<file path="src/rtl/core/jsem_pkg.sv">
// Shared types, character codes and helpers for the JSON escape/minify block.
`timescale 1ns / 1ps

package jsem_pkg;

    localparam int CP_W = 21;

    localparam logic [7:0] CHR_QUOTE  = 8'h22;
    localparam logic [7:0] CHR_BSLASH = 8'h5C;
    localparam logic [7:0] CHR_U      = 8'h75;
    localparam logic [7:0] CHR_TAB    = 8'h09;
    localparam logic [7:0] CHR_LF     = 8'h0A;
    localparam logic [7:0] CHR_CR     = 8'h0D;
    localparam logic [7:0] CHR_SPACE  = 8'h20;

    typedef struct packed {
        logic [7:0] in_byte;
        logic       in_last;
    } t_in;

    typedef struct packed {
        logic [7:0] out_byte;
        logic       has_byte;
        logic       run_last;
        logic       stream_end;
        logic       unterminated;
    } t_out;

    typedef enum logic [1:0] {
        KIND_BYTE,
        KIND_ESC,
        KIND_MARK
    } t_kind;

    // One input word's worth of output, expanded later one result at a time
    typedef struct packed {
        t_kind           kind;
        logic [CP_W-1:0] value;
        logic [3:0]      cnt;
        logic            last;
        logic            unterm;
    } t_desc;

    // backslash, 'u' and 4..6 hex digits
    function automatic logic [3:0] esc_count(input logic [CP_W-1:0] cp);
        logic [3:0] c;
        if (cp > 21'h0FFFFF) begin
            c = 4'd8;
        end else if (cp > 21'h00FFFF) begin
            c = 4'd7;
        end else begin
            c = 4'd6;
        end
        return c;
    endfunction

    function automatic logic [7:0] hex_char(input logic [3:0] nib);
        logic [7:0] c;
        if (nib < 4'd10) begin
            c = 8'h30 + {4'd0, nib};
        end else begin
            c = 8'h57 + {4'd0, nib};
        end
        return c;
    endfunction

endpackage

</file>
<file path="src/rtl/core/jsem_decode.sv">
// Byte classifier: string/UTF-8 state and per-word output descriptor.
`timescale 1ns / 1ps

module jsem_decode (
    input  logic           i_clk,
    input  logic           i_rst_n,
    input  logic           i_take,
    input  jsem_pkg::t_in  i_item,
    input  logic           i_minify,
    output jsem_pkg::t_desc o_desc,
    output logic           o_has
);

    logic                      r_inside, n_inside;
    logic [1:0]                r_pend, n_pend;
    logic [jsem_pkg::CP_W-1:0] r_acc, n_acc;
    logic [jsem_pkg::CP_W-1:0] acc_next;
    logic [7:0]                b;
    logic                      ws;
    jsem_pkg::t_desc           d;
    logic                      has;

    assign b        = i_item.in_byte;
    assign acc_next = {r_acc[jsem_pkg::CP_W-7:0], b[5:0]};
    assign ws       = (b == jsem_pkg::CHR_TAB) || (b == jsem_pkg::CHR_LF) ||
                      (b == jsem_pkg::CHR_CR) || (b == jsem_pkg::CHR_SPACE);

    always_comb begin
        n_inside = r_inside;
        n_pend   = r_pend;
        n_acc    = r_acc;
        has      = 1'b0;
        d.kind   = jsem_pkg::KIND_BYTE;
        d.value  = {{(jsem_pkg::CP_W-8){1'b0}}, b};
        d.cnt    = 4'd1;
        d.last   = i_item.in_last;
        d.unterm = 1'b0;

        if (b == jsem_pkg::CHR_QUOTE) begin
            // a quote always passes and drops any partial sequence
            n_pend   = 2'd0;
            n_acc    = '0;
            n_inside = ~r_inside;
            has      = 1'b1;
        end else if (!r_inside) begin
            has = !(ws && i_minify);
        end else if (r_pend != 2'd0) begin
            n_pend = r_pend - 2'd1;
            if (r_pend == 2'd1) begin
                has     = 1'b1;
                d.kind  = jsem_pkg::KIND_ESC;
                d.value = acc_next;
                d.cnt   = jsem_pkg::esc_count(acc_next);
                n_acc   = '0;
            end else begin
                n_acc = acc_next;
            end
        end else if (b[7:5] == 3'b110) begin
            n_acc  = {{(jsem_pkg::CP_W-5){1'b0}}, b[4:0]};
            n_pend = 2'd1;
        end else if (b[7:4] == 4'b1110) begin
            n_acc  = {{(jsem_pkg::CP_W-4){1'b0}}, b[3:0]};
            n_pend = 2'd2;
        end else if (b[7:3] == 5'b11110) begin
            n_acc  = {{(jsem_pkg::CP_W-3){1'b0}}, b[2:0]};
            n_pend = 2'd3;
        end else begin
            // plain or stray byte inside a string: escape by byte value
            has     = 1'b1;
            d.kind  = jsem_pkg::KIND_ESC;
            d.cnt   = jsem_pkg::esc_count(d.value);
        end

        if (i_item.in_last) begin
            d.unterm = n_inside;
            if (!has) begin
                has     = 1'b1;
                d.kind  = jsem_pkg::KIND_MARK;
                d.value = '0;
                d.cnt   = 4'd1;
            end
            n_inside = 1'b0;
            n_pend   = 2'd0;
            n_acc    = '0;
        end
    end

    always_ff @(posedge i_clk) begin
        if (!i_rst_n) begin
            r_inside <= 1'b0;
            r_pend   <= 2'd0;
            r_acc    <= '0;
        end else if (i_take) begin
            r_inside <= n_inside;
            r_pend   <= n_pend;
            r_acc    <= n_acc;
        end
    end

    assign o_desc = d;
    assign o_has  = has;

endmodule

</file>
<file path="src/rtl/core/jsem_emit.sv">
// Descriptor register and result serializer feeding the output register.
`timescale 1ns / 1ps

module jsem_emit (
    input  logic            i_clk,
    input  logic            i_rst_n,
    input  logic            i_load,
    input  jsem_pkg::t_desc i_desc,
    output logic            o_ready,
    output logic            o_out_valid,
    input  logic            i_out_ready,
    output jsem_pkg::t_out  o_out_data
);

    logic            r_desc_valid;
    jsem_pkg::t_desc r_desc;
    logic [2:0]      r_idx;
    logic            r_out_valid;
    jsem_pkg::t_out  r_out;

    logic            out_load;
    logic            at_end;
    logic            desc_done;
    logic [3:0]      sel;
    logic [3:0]      nib;
    jsem_pkg::t_out  n_out;

    assign out_load  = r_desc_valid && (!r_out_valid || i_out_ready);
    assign at_end    = ({1'b0, r_idx} == (r_desc.cnt - 4'd1));
    assign desc_done = out_load && at_end;
    assign o_ready   = !r_desc_valid || desc_done;

    // hex digits go out most significant first
    assign sel = r_desc.cnt - 4'd1 - {1'b0, r_idx};

    always_comb begin
        case (sel[2:0])
            3'd0:    nib = r_desc.value[3:0];
            3'd1:    nib = r_desc.value[7:4];
            3'd2:    nib = r_desc.value[11:8];
            3'd3:    nib = r_desc.value[15:12];
            3'd4:    nib = r_desc.value[19:16];
            3'd5:    nib = {3'd0, r_desc.value[20]};
            default: nib = 4'd0;
        endcase
    end

    always_comb begin
        n_out.has_byte     = 1'b1;
        n_out.out_byte     = r_desc.value[7:0];
        unique case (r_desc.kind)
            jsem_pkg::KIND_ESC: begin
                if (r_idx == 3'd0) begin
                    n_out.out_byte = jsem_pkg::CHR_BSLASH;
                end else if (r_idx == 3'd1) begin
                    n_out.out_byte = jsem_pkg::CHR_U;
                end else begin
                    n_out.out_byte = jsem_pkg::hex_char(nib);
                end
            end
            jsem_pkg::KIND_MARK: begin
                n_out.has_byte = 1'b0;
                n_out.out_byte = 8'd0;
            end
            default: begin
                n_out.out_byte = r_desc.value[7:0];
            end
        endcase
        n_out.run_last     = at_end;
        n_out.stream_end   = at_end && r_desc.last;
        n_out.unterminated = at_end && r_desc.last && r_desc.unterm;
    end

    always_ff @(posedge i_clk) begin
        if (!i_rst_n) begin
            r_desc_valid <= 1'b0;
            r_idx        <= 3'd0;
            r_out_valid  <= 1'b0;
        end else begin
            if (i_load) begin
                r_desc_valid <= 1'b1;
                r_idx        <= 3'd0;
            end else if (desc_done) begin
                r_desc_valid <= 1'b0;
            end else if (out_load) begin
                r_idx <= r_idx + 3'd1;
            end

            if (out_load) begin
                r_out_valid <= 1'b1;
            end else if (i_out_ready) begin
                r_out_valid <= 1'b0;
            end
        end
    end

    always_ff @(posedge i_clk) begin
        if (i_load) begin
            r_desc <= i_desc;
        end
        if (out_load) begin
            r_out <= n_out;
        end
    end

    assign o_out_valid = r_out_valid;
    assign o_out_data  = r_out;

endmodule

</file>
<file path="src/rtl/core/json_string_escape_minify.sv">
// Top level of the JSON string escaper and minifier.
`timescale 1ns / 1ps
// Usage:
//   Input channel (i_in_valid / o_in_ready / i_in_data) takes one text byte per
//   word with a final-byte flag. Output channel (o_out_valid / i_out_ready /
//   o_out_data) gives one character per word with run/stream marks.
//   i_cfg_we / i_cfg_data write minify_enable (reset 1); write only when idle.
// An accepted word passes the descriptor register, then the output register.
// Throughput: one result word per cycle without stalls, set by the single
//   output register. A word yields 1 result for a pass-through byte, 6 to 8 for
//   a \u escape, 0 for dropped whitespace or a held lead/continuation byte
//   (those are taken every cycle while input ready is high). A decoded word
//   waits in the descriptor register while the serializer walks it, so the next
//   word is accepted in the cycle the last result of the current one is loaded.
// Reset (synchronous, active low) clears string/UTF-8 state, both stages and
//   sets minify on. A word with in_last also returns state to reset after it.
// When the receiver stalls the output register holds, the serializer stops
//   and input ready drops once the descriptor register is occupied.

module json_string_escape_minify (
    input  logic           i_clk,
    input  logic           i_rst_n,
    input  logic           i_in_valid,
    output logic           o_in_ready,
    input  jsem_pkg::t_in  i_in_data,
    output logic           o_out_valid,
    input  logic           i_out_ready,
    output jsem_pkg::t_out o_out_data,
    input  logic           i_cfg_we,
    input  logic           i_cfg_data
);

    logic            r_minify;
    logic            take;
    logic            has;
    logic            ready;
    jsem_pkg::t_desc desc;

    assign take       = i_in_valid && ready;
    assign o_in_ready = ready;

    always_ff @(posedge i_clk) begin
        if (!i_rst_n) begin
            r_minify <= 1'b1;
        end else if (i_cfg_we) begin
            r_minify <= i_cfg_data;
        end
    end

    jsem_decode u_decode (
        .i_clk    (i_clk),
        .i_rst_n  (i_rst_n),
        .i_take   (take),
        .i_item   (i_in_data),
        .i_minify (r_minify),
        .o_desc   (desc),
        .o_has    (has)
    );

    jsem_emit u_emit (
        .i_clk       (i_clk),
        .i_rst_n     (i_rst_n),
        .i_load      (take && has),
        .i_desc      (desc),
        .o_ready     (ready),
        .o_out_valid (o_out_valid),
        .i_out_ready (i_out_ready),
        .o_out_data  (o_out_data)
    );

endmodule

</file>
<file path="config.mk">
export PLATFORM = sky130hd
export DESIGN_NAME = json_string_escape_minify
export DESIGN_NICKNAME = d
export VERILOG_FILES = /design/src/rtl/core/jsem_pkg.sv /design/src/rtl/core/jsem_decode.sv /design/src/rtl/core/jsem_emit.sv /design/src/rtl/core/json_string_escape_minify.sv
export SDC_FILE = /design/constraint.sdc
export NUM_CORES = 1
export LEC_CHECK = 0
export BUFFER_PORTS_ARGS = -buffer_cell sky130_fd_sc_hd__buf_2
export CAP_MARGIN = 10
export CORE_MARGIN = 8
export CORE_UTILIZATION = 45
export DETAILED_ROUTE_END_ITERATION = 10
export PLACE_DENSITY = 0.69
export SETUP_SLACK_MARGIN = 0.15
export SYNTH_ARGS = -nofsm -noshare
export SYNTH_HDL_FRONTEND = slang
export SYNTH_SLANG_ARGS = --single-unit
</file>
<file path="constraint.sdc">
create_clock -name i_clk -period 8 [get_ports i_clk]
set_input_delay 0.4 -clock i_clk [delete_from_list [all_inputs] [get_ports i_clk]]
set_output_delay 0.4 -clock i_clk [all_outputs]
set_load 0.02 [all_outputs]
</file>
==> impl_table.tex <==
\begin{tabular}{lr}
\hline
Metric & Value \\
\hline
\multicolumn{2}{l}{\textbf{Cells and area}} \\
\quad Final layout net count & roughly 350 \\
\quad Diodes inserted & 0 \\
\quad Area growth from synthesis to layout & 12.1\% \\
\quad Number of filler cells placed in the layout & 649 \\
\quad Fraction of final layout cells with drive strength greater than 1 & between 10\% and 20\% \\
\quad Number of standard cells in the final layout excluding fillers & 426 \\
\multicolumn{2}{l}{\textbf{Status}} \\
\quad Run status & finished, final reports clean \\
\multicolumn{2}{l}{\textbf{Min path}} \\
\quad Critical hold path startpoint & i\_cfg\_data \\
\quad Worst min path class & in -> reg \\
\multicolumn{2}{l}{\textbf{Logic synthesis}} \\
\quad Number of flops mapped to enable cells by yosys & 40 \\
\quad Largest family of logic cells by synthesized area & simple AND/OR/NAND/NOR gates \\
\quad Post-synthesis share of cell area spent on full adders, half adders and majority gates & under 10\% \\
\quad Mean post-synth cell area & around 11 sq um \\
\quad Number of register bits inferred by synthesis & between 60 and 70 \\
\quad Mux contribution to synthesized area & roughly 4.7\% \\
\quad Cell types occupying the most area after synthesis & sky130\_fd\_sc\_hd\_\_edfxtp\_1 37\%, sky130\_fd\_sc\_hd\_\_dfxtp\_1 15\%, sky130\_fd\_sc\_hd\_\_and2\_1 4.7\% \\
\quad Post-Syn Area & around 0.0032 sq mm \\
\quad Area share of the largest cell type after synthesis & 37.4\% \\
\quad Library cell with the largest summed area after synthesis & sky130\_fd\_sc\_hd\_\_edfxtp\_1 \\
\quad YS warnings & 0 \\
\quad Synth cell count leaders & 40 x sky130\_fd\_sc\_hd\_\_edfxtp\_1, 33 x sky130\_fd\_sc\_hd\_\_nand2\_1, 24 x sky130\_fd\_sc\_hd\_\_and2\_1, 24 x sky130\_fd\_sc\_hd\_\_dfxtp\_1, 20 x sky130\_fd\_sc\_hd\_\_nand3\_1 \\
\quad Sequential-to-total area share from yosys stat & 52.3\% \\
\quad Cell with the most instances after synthesis & sky130\_fd\_sc\_hd\_\_edfxtp\_1 \\
\quad Area fraction in compound gates after synthesis & about 13\% \\
\quad Dominant synthesized flop cell & sky130\_fd\_sc\_hd\_\_edfxtp\_1 \\
\quad Post-synth net total & approximately 320 \\
\quad Number of distinct library cells after synthesis & slightly above 50 \\
\quad Post-synthesis async set-or-reset flop share & 0\% \\
\quad Number of instances in the synthesized netlist & approximately 290 \\
\quad Parity-gate share of the synthesized area counting xor and xnor cells & approximately 2.4\% \\
\quad Share of synthesized cell area in and, or, nand and nor gates & 19.9\% \\
\multicolumn{2}{l}{\textbf{Clock tree}} \\
\quad Clock latency at the later pin of the worst-skew pair & 0.34 ns \\
\quad Total number of H-tree levels & 3 \\
\quad Post-CTS setup buffers & 0 \\
\quad Sink Count & 64 \\
\quad TritonCTS buffer count & 9 \\
\quad Largest buffer count on any clock path & 2 \\
\quad Clock-pin slew on the worst setup and hold paths & roughly 0.07 ns \\
\quad Hold buffer count at CTS & 0 \\
\quad CTS resizes & 0 \\
\quad Root buf cell & sky130\_fd\_sc\_hd\_\_clkbuf\_8 \\
\quad TritonCTS clock tree & done \\
\multicolumn{2}{l}{\textbf{STA}} \\
\quad Final-report max-slew violation count & 0 \\
\quad Slew HR & between 20\% and 30\% \\
\quad Final Hold Fails & 0 \\
\quad Post-layout worst setup margin & between 4 and 5 ns \\
\quad Post-route fraction of the period consumed by the critical path & 40.2\% \\
\quad RSZ-0062 raised after global routing & false \\
\quad Slew at the pin with the worst max-slew slack & 1.16 ns \\
\quad Final setup skew & approximately 0.012 ns \\
\quad Worst hold margin & roughly 0.28 ns \\
\quad Upper clock frequency limit & $\sim$0.31 GHz \\
\quad Setup Viol. Count Final & 0 \\
\quad Setup total negative slack & 0 ns \\
\quad Final Critical Period & between 3 and 4 ns \\
\multicolumn{2}{l}{\textbf{Power and ir drop}} \\
\quad Power density over cell area & 198 mW/mm\^{}2 \\
\quad Static leakage & roughly 1.4 nW \\
\quad Peak supply drop & between 0.0001 and 0.00015 V \\
\multicolumn{2}{l}{\textbf{Setup path}} \\
\quad Critical path class & reg -> reg \\
\quad Required time at the endpoint of the critical path & $\sim$8.3 ns \\
\quad Nature of the critical path startpoint & register \\
\quad Critical path data arrival time & 3.49 ns \\
\quad Crit-path max cell delay & 0.93 ns \\
\quad Reg-to-reg slack, setup & between 4 and 5 ns \\
\quad Endpoint of the worst register-to-register path & u\_decode.r\_acc[3]\$\_SDFFE\_PN0P\_ \\
\quad Critical Path Start & u\_emit.r\_desc[2]\$\_DFFE\_PP\_ \\
\quad Cell repeated most along the worst path & sky130\_fd\_sc\_hd\_\_nand2\_1 \\
\quad Worst reg2reg path startpoint & u\_emit.r\_desc[2]\$\_DFFE\_PP\_ \\
\quad Worst path depth & 7 \\
\quad Crit path cell chain & ha\_1 -> nand2\_1 -> o41ai\_4 -> nand2\_1 -> a21oi\_1 -> o2111ai\_1 -> a21boi\_0 \\
\quad Cell family with most CP delay & compound AO/OA/AOI/OAI gates \\
\quad Buffer and inverter count on the worst path & 0 \\
\quad Critical-path cell with the highest stage delay & sky130\_fd\_sc\_hd\_\_a21oi\_1 \\
\quad Depth of the worst register-to-register path & 7 \\
\quad Setup crit end kind & register \\
\quad Maximum fanout encountered on the critical timing path & 16 \\
\quad CP Capture Point & u\_decode.r\_acc[3]\$\_SDFFE\_PN0P\_ \\
\multicolumn{2}{l}{\textbf{Placement}} \\
\quad Port Buffer Count & 28 \\
\quad Final RePlAce weighted congestion & slightly below 0.9 \\
\quad Half-perimeter wire length after placement & about 4500 um \\
\quad Post-placement setup slack & between 4 and 5 ns \\
\quad Cell Count Post-Placement & slightly above 400 \\
\multicolumn{2}{l}{\textbf{Drt}} \\
\quad Average routed wire per standard cell & $\sim$14 um \\
\quad Number of vias per cell after detailed routing & roughly 5.1 \\
\quad Wirelength, routed & $\sim$6100 um \\
\quad Remaining design rule violation count & 0 \\
\quad Total number of vias & approximately 2200 \\
\quad DRT iter0 DRCs & 97 \\
\quad Detailed-router iteration count before antenna repair & 4 \\
\quad Count of nets left with antenna violations after detail routing & 0 \\
\multicolumn{2}{l}{\textbf{Global routing}} \\
\quad Initial antenna violation count & 0 \\
\quad Vias in the first global route & between 2000 and 2500 \\
\quad Global route overflow & 0 \\
\quad Total routing usage reported by global routing & between 10\% and 20\% \\
\quad Wire length of the first global-routing pass & between 10000 and 15000 um \\
\quad Largest net degree at the start of global routing & 29 \\
\multicolumn{2}{l}{\textbf{Floorplan}} \\
\quad DIE WIDTH & roughly 100 um \\
\quad Standard-cell row count & 31 \\
\quad Area of the core region & between 0.007 and 0.008 sq mm \\
\quad Die Footprint & a little over 0.01 sq mm \\
\quad Die outline height & roughly 100 um \\
\quad I/O pin count & 29 \\
\quad Starting utilization of the core area & between 40\% and 50\% \\
\multicolumn{2}{l}{\textbf{Job}} \\
\quad Maxcap violations & 0 \\
\hline
\end{tabular}
-- power by group --
part	internal (mW)	switching, mW	total [mW]
Combinational	0.0382	0.0594	0.0975
Sequential	0.370	0.00746	0.377
Clock	0.112	0.126	0.238
-- cell families (layout without fill, tap and decap cells) --
group,after synthesis,count (layout)
adders and majority gates,11,11
and+or+nand+nor,122,122
muxes,11,11
DFF,64,64
buffers and inverters,26,60
AOI/OAI and AO/OA,52,52
xor gates and xnor gates,7,7
-- through the flow --
stage	area (sq um)	utilization (%)	total power [mW]
after global routing	3600	50.8	0.745
after global placement	3430	48.4	0.480
final	3600	50.8	0.713
after CTS	3600	50.8	0.720
after detailed placement	3430	48.4	0.482
after floorplan	3210	-	0.454
-- layout make-up --
class	instances	area, sq um	share of cell area, %
Tap cell	99	124	3.44
Multi-Input combinational cell	203	1420	39.4
Timing Repair Buffer	30	155	4.31
Sequential cell	64	1680	46.7
Clock inverter	7	47.5	1.32
Inverter	14	52.6	1.46
Clock buffer	9	124	3.44
-- worst register-to-register path: stages, from the launching register on --
cell,delay (ns)
sky130_fd_sc_hd__edfxtp_1,0.42
sky130_fd_sc_hd__ha_1,0.58
sky130_fd_sc_hd__nand2_1,0.19
sky130_fd_sc_hd__o41ai_4,0.40
sky130_fd_sc_hd__nand2_1,0.21
sky130_fd_sc_hd__a21oi_1,0.93
sky130_fd_sc_hd__o2111ai_1,0.22
sky130_fd_sc_hd__a21boi_0,0.20
-- per-layer routing --
metal | part of all wire (%) | wire length (um) | global-route usage [%]
met5 | 0 | 0 | 0
met4 | 1.3 | 78 | 4.88
met3 | 5.4 | 332 | 4.42
met2 | 46 | 2800 | 20.3
met1 | 47 | 2890 | 15.4
-- flip-flops by register name, indices dropped and copies added, names as in the netlist --
name / cells
u_emit.r_idx: 3
u_decode.r_acc: 15
u_emit.r_desc: 28
u_emit.o_out_valid: 1
u_emit.o_out_data: 12
u_decode.r_pend: 2
r_minify: 1
u_emit.r_desc_valid: 1
u_decode.r_inside: 1
-- worst min path at each step --
stage / endpoint / slack [ns] / cells after the start
floorplan: u_decode.r_acc[9]$_SDFFE_PN0P_ / 0.44 / 2
global placement: u_decode.r_acc[9]$_SDFFE_PN0P_ / 0.46 / 2
detailed placement: u_decode.r_acc[9]$_SDFFE_PN0P_ / 0.47 / 2
CTS: r_minify$_SDFFE_PN1P_ / 0.27 / 3
global route: r_minify$_SDFFE_PN1P_ / 0.27 / 3
finish: r_minify$_SDFFE_PN1P_ / 0.28 / 3
-- placed cells by master (no fill, tap or decap), drive strengths merged, types with 4 or more instances in the layout --
cell type,count
ha,10
and3,6
o21ai,10
nand3,20
a21oi,7
a21boi,18
mux2i,8
nand2,33
nor3,4
clkinv,5
nand2b,5
buf,30
edfxtp,40
dfxtp,24
nor2,13
inv,15
clkbuf,9
nor2b,4
xnor2,4
and2,24
Power figures use the tool's default switching activity.
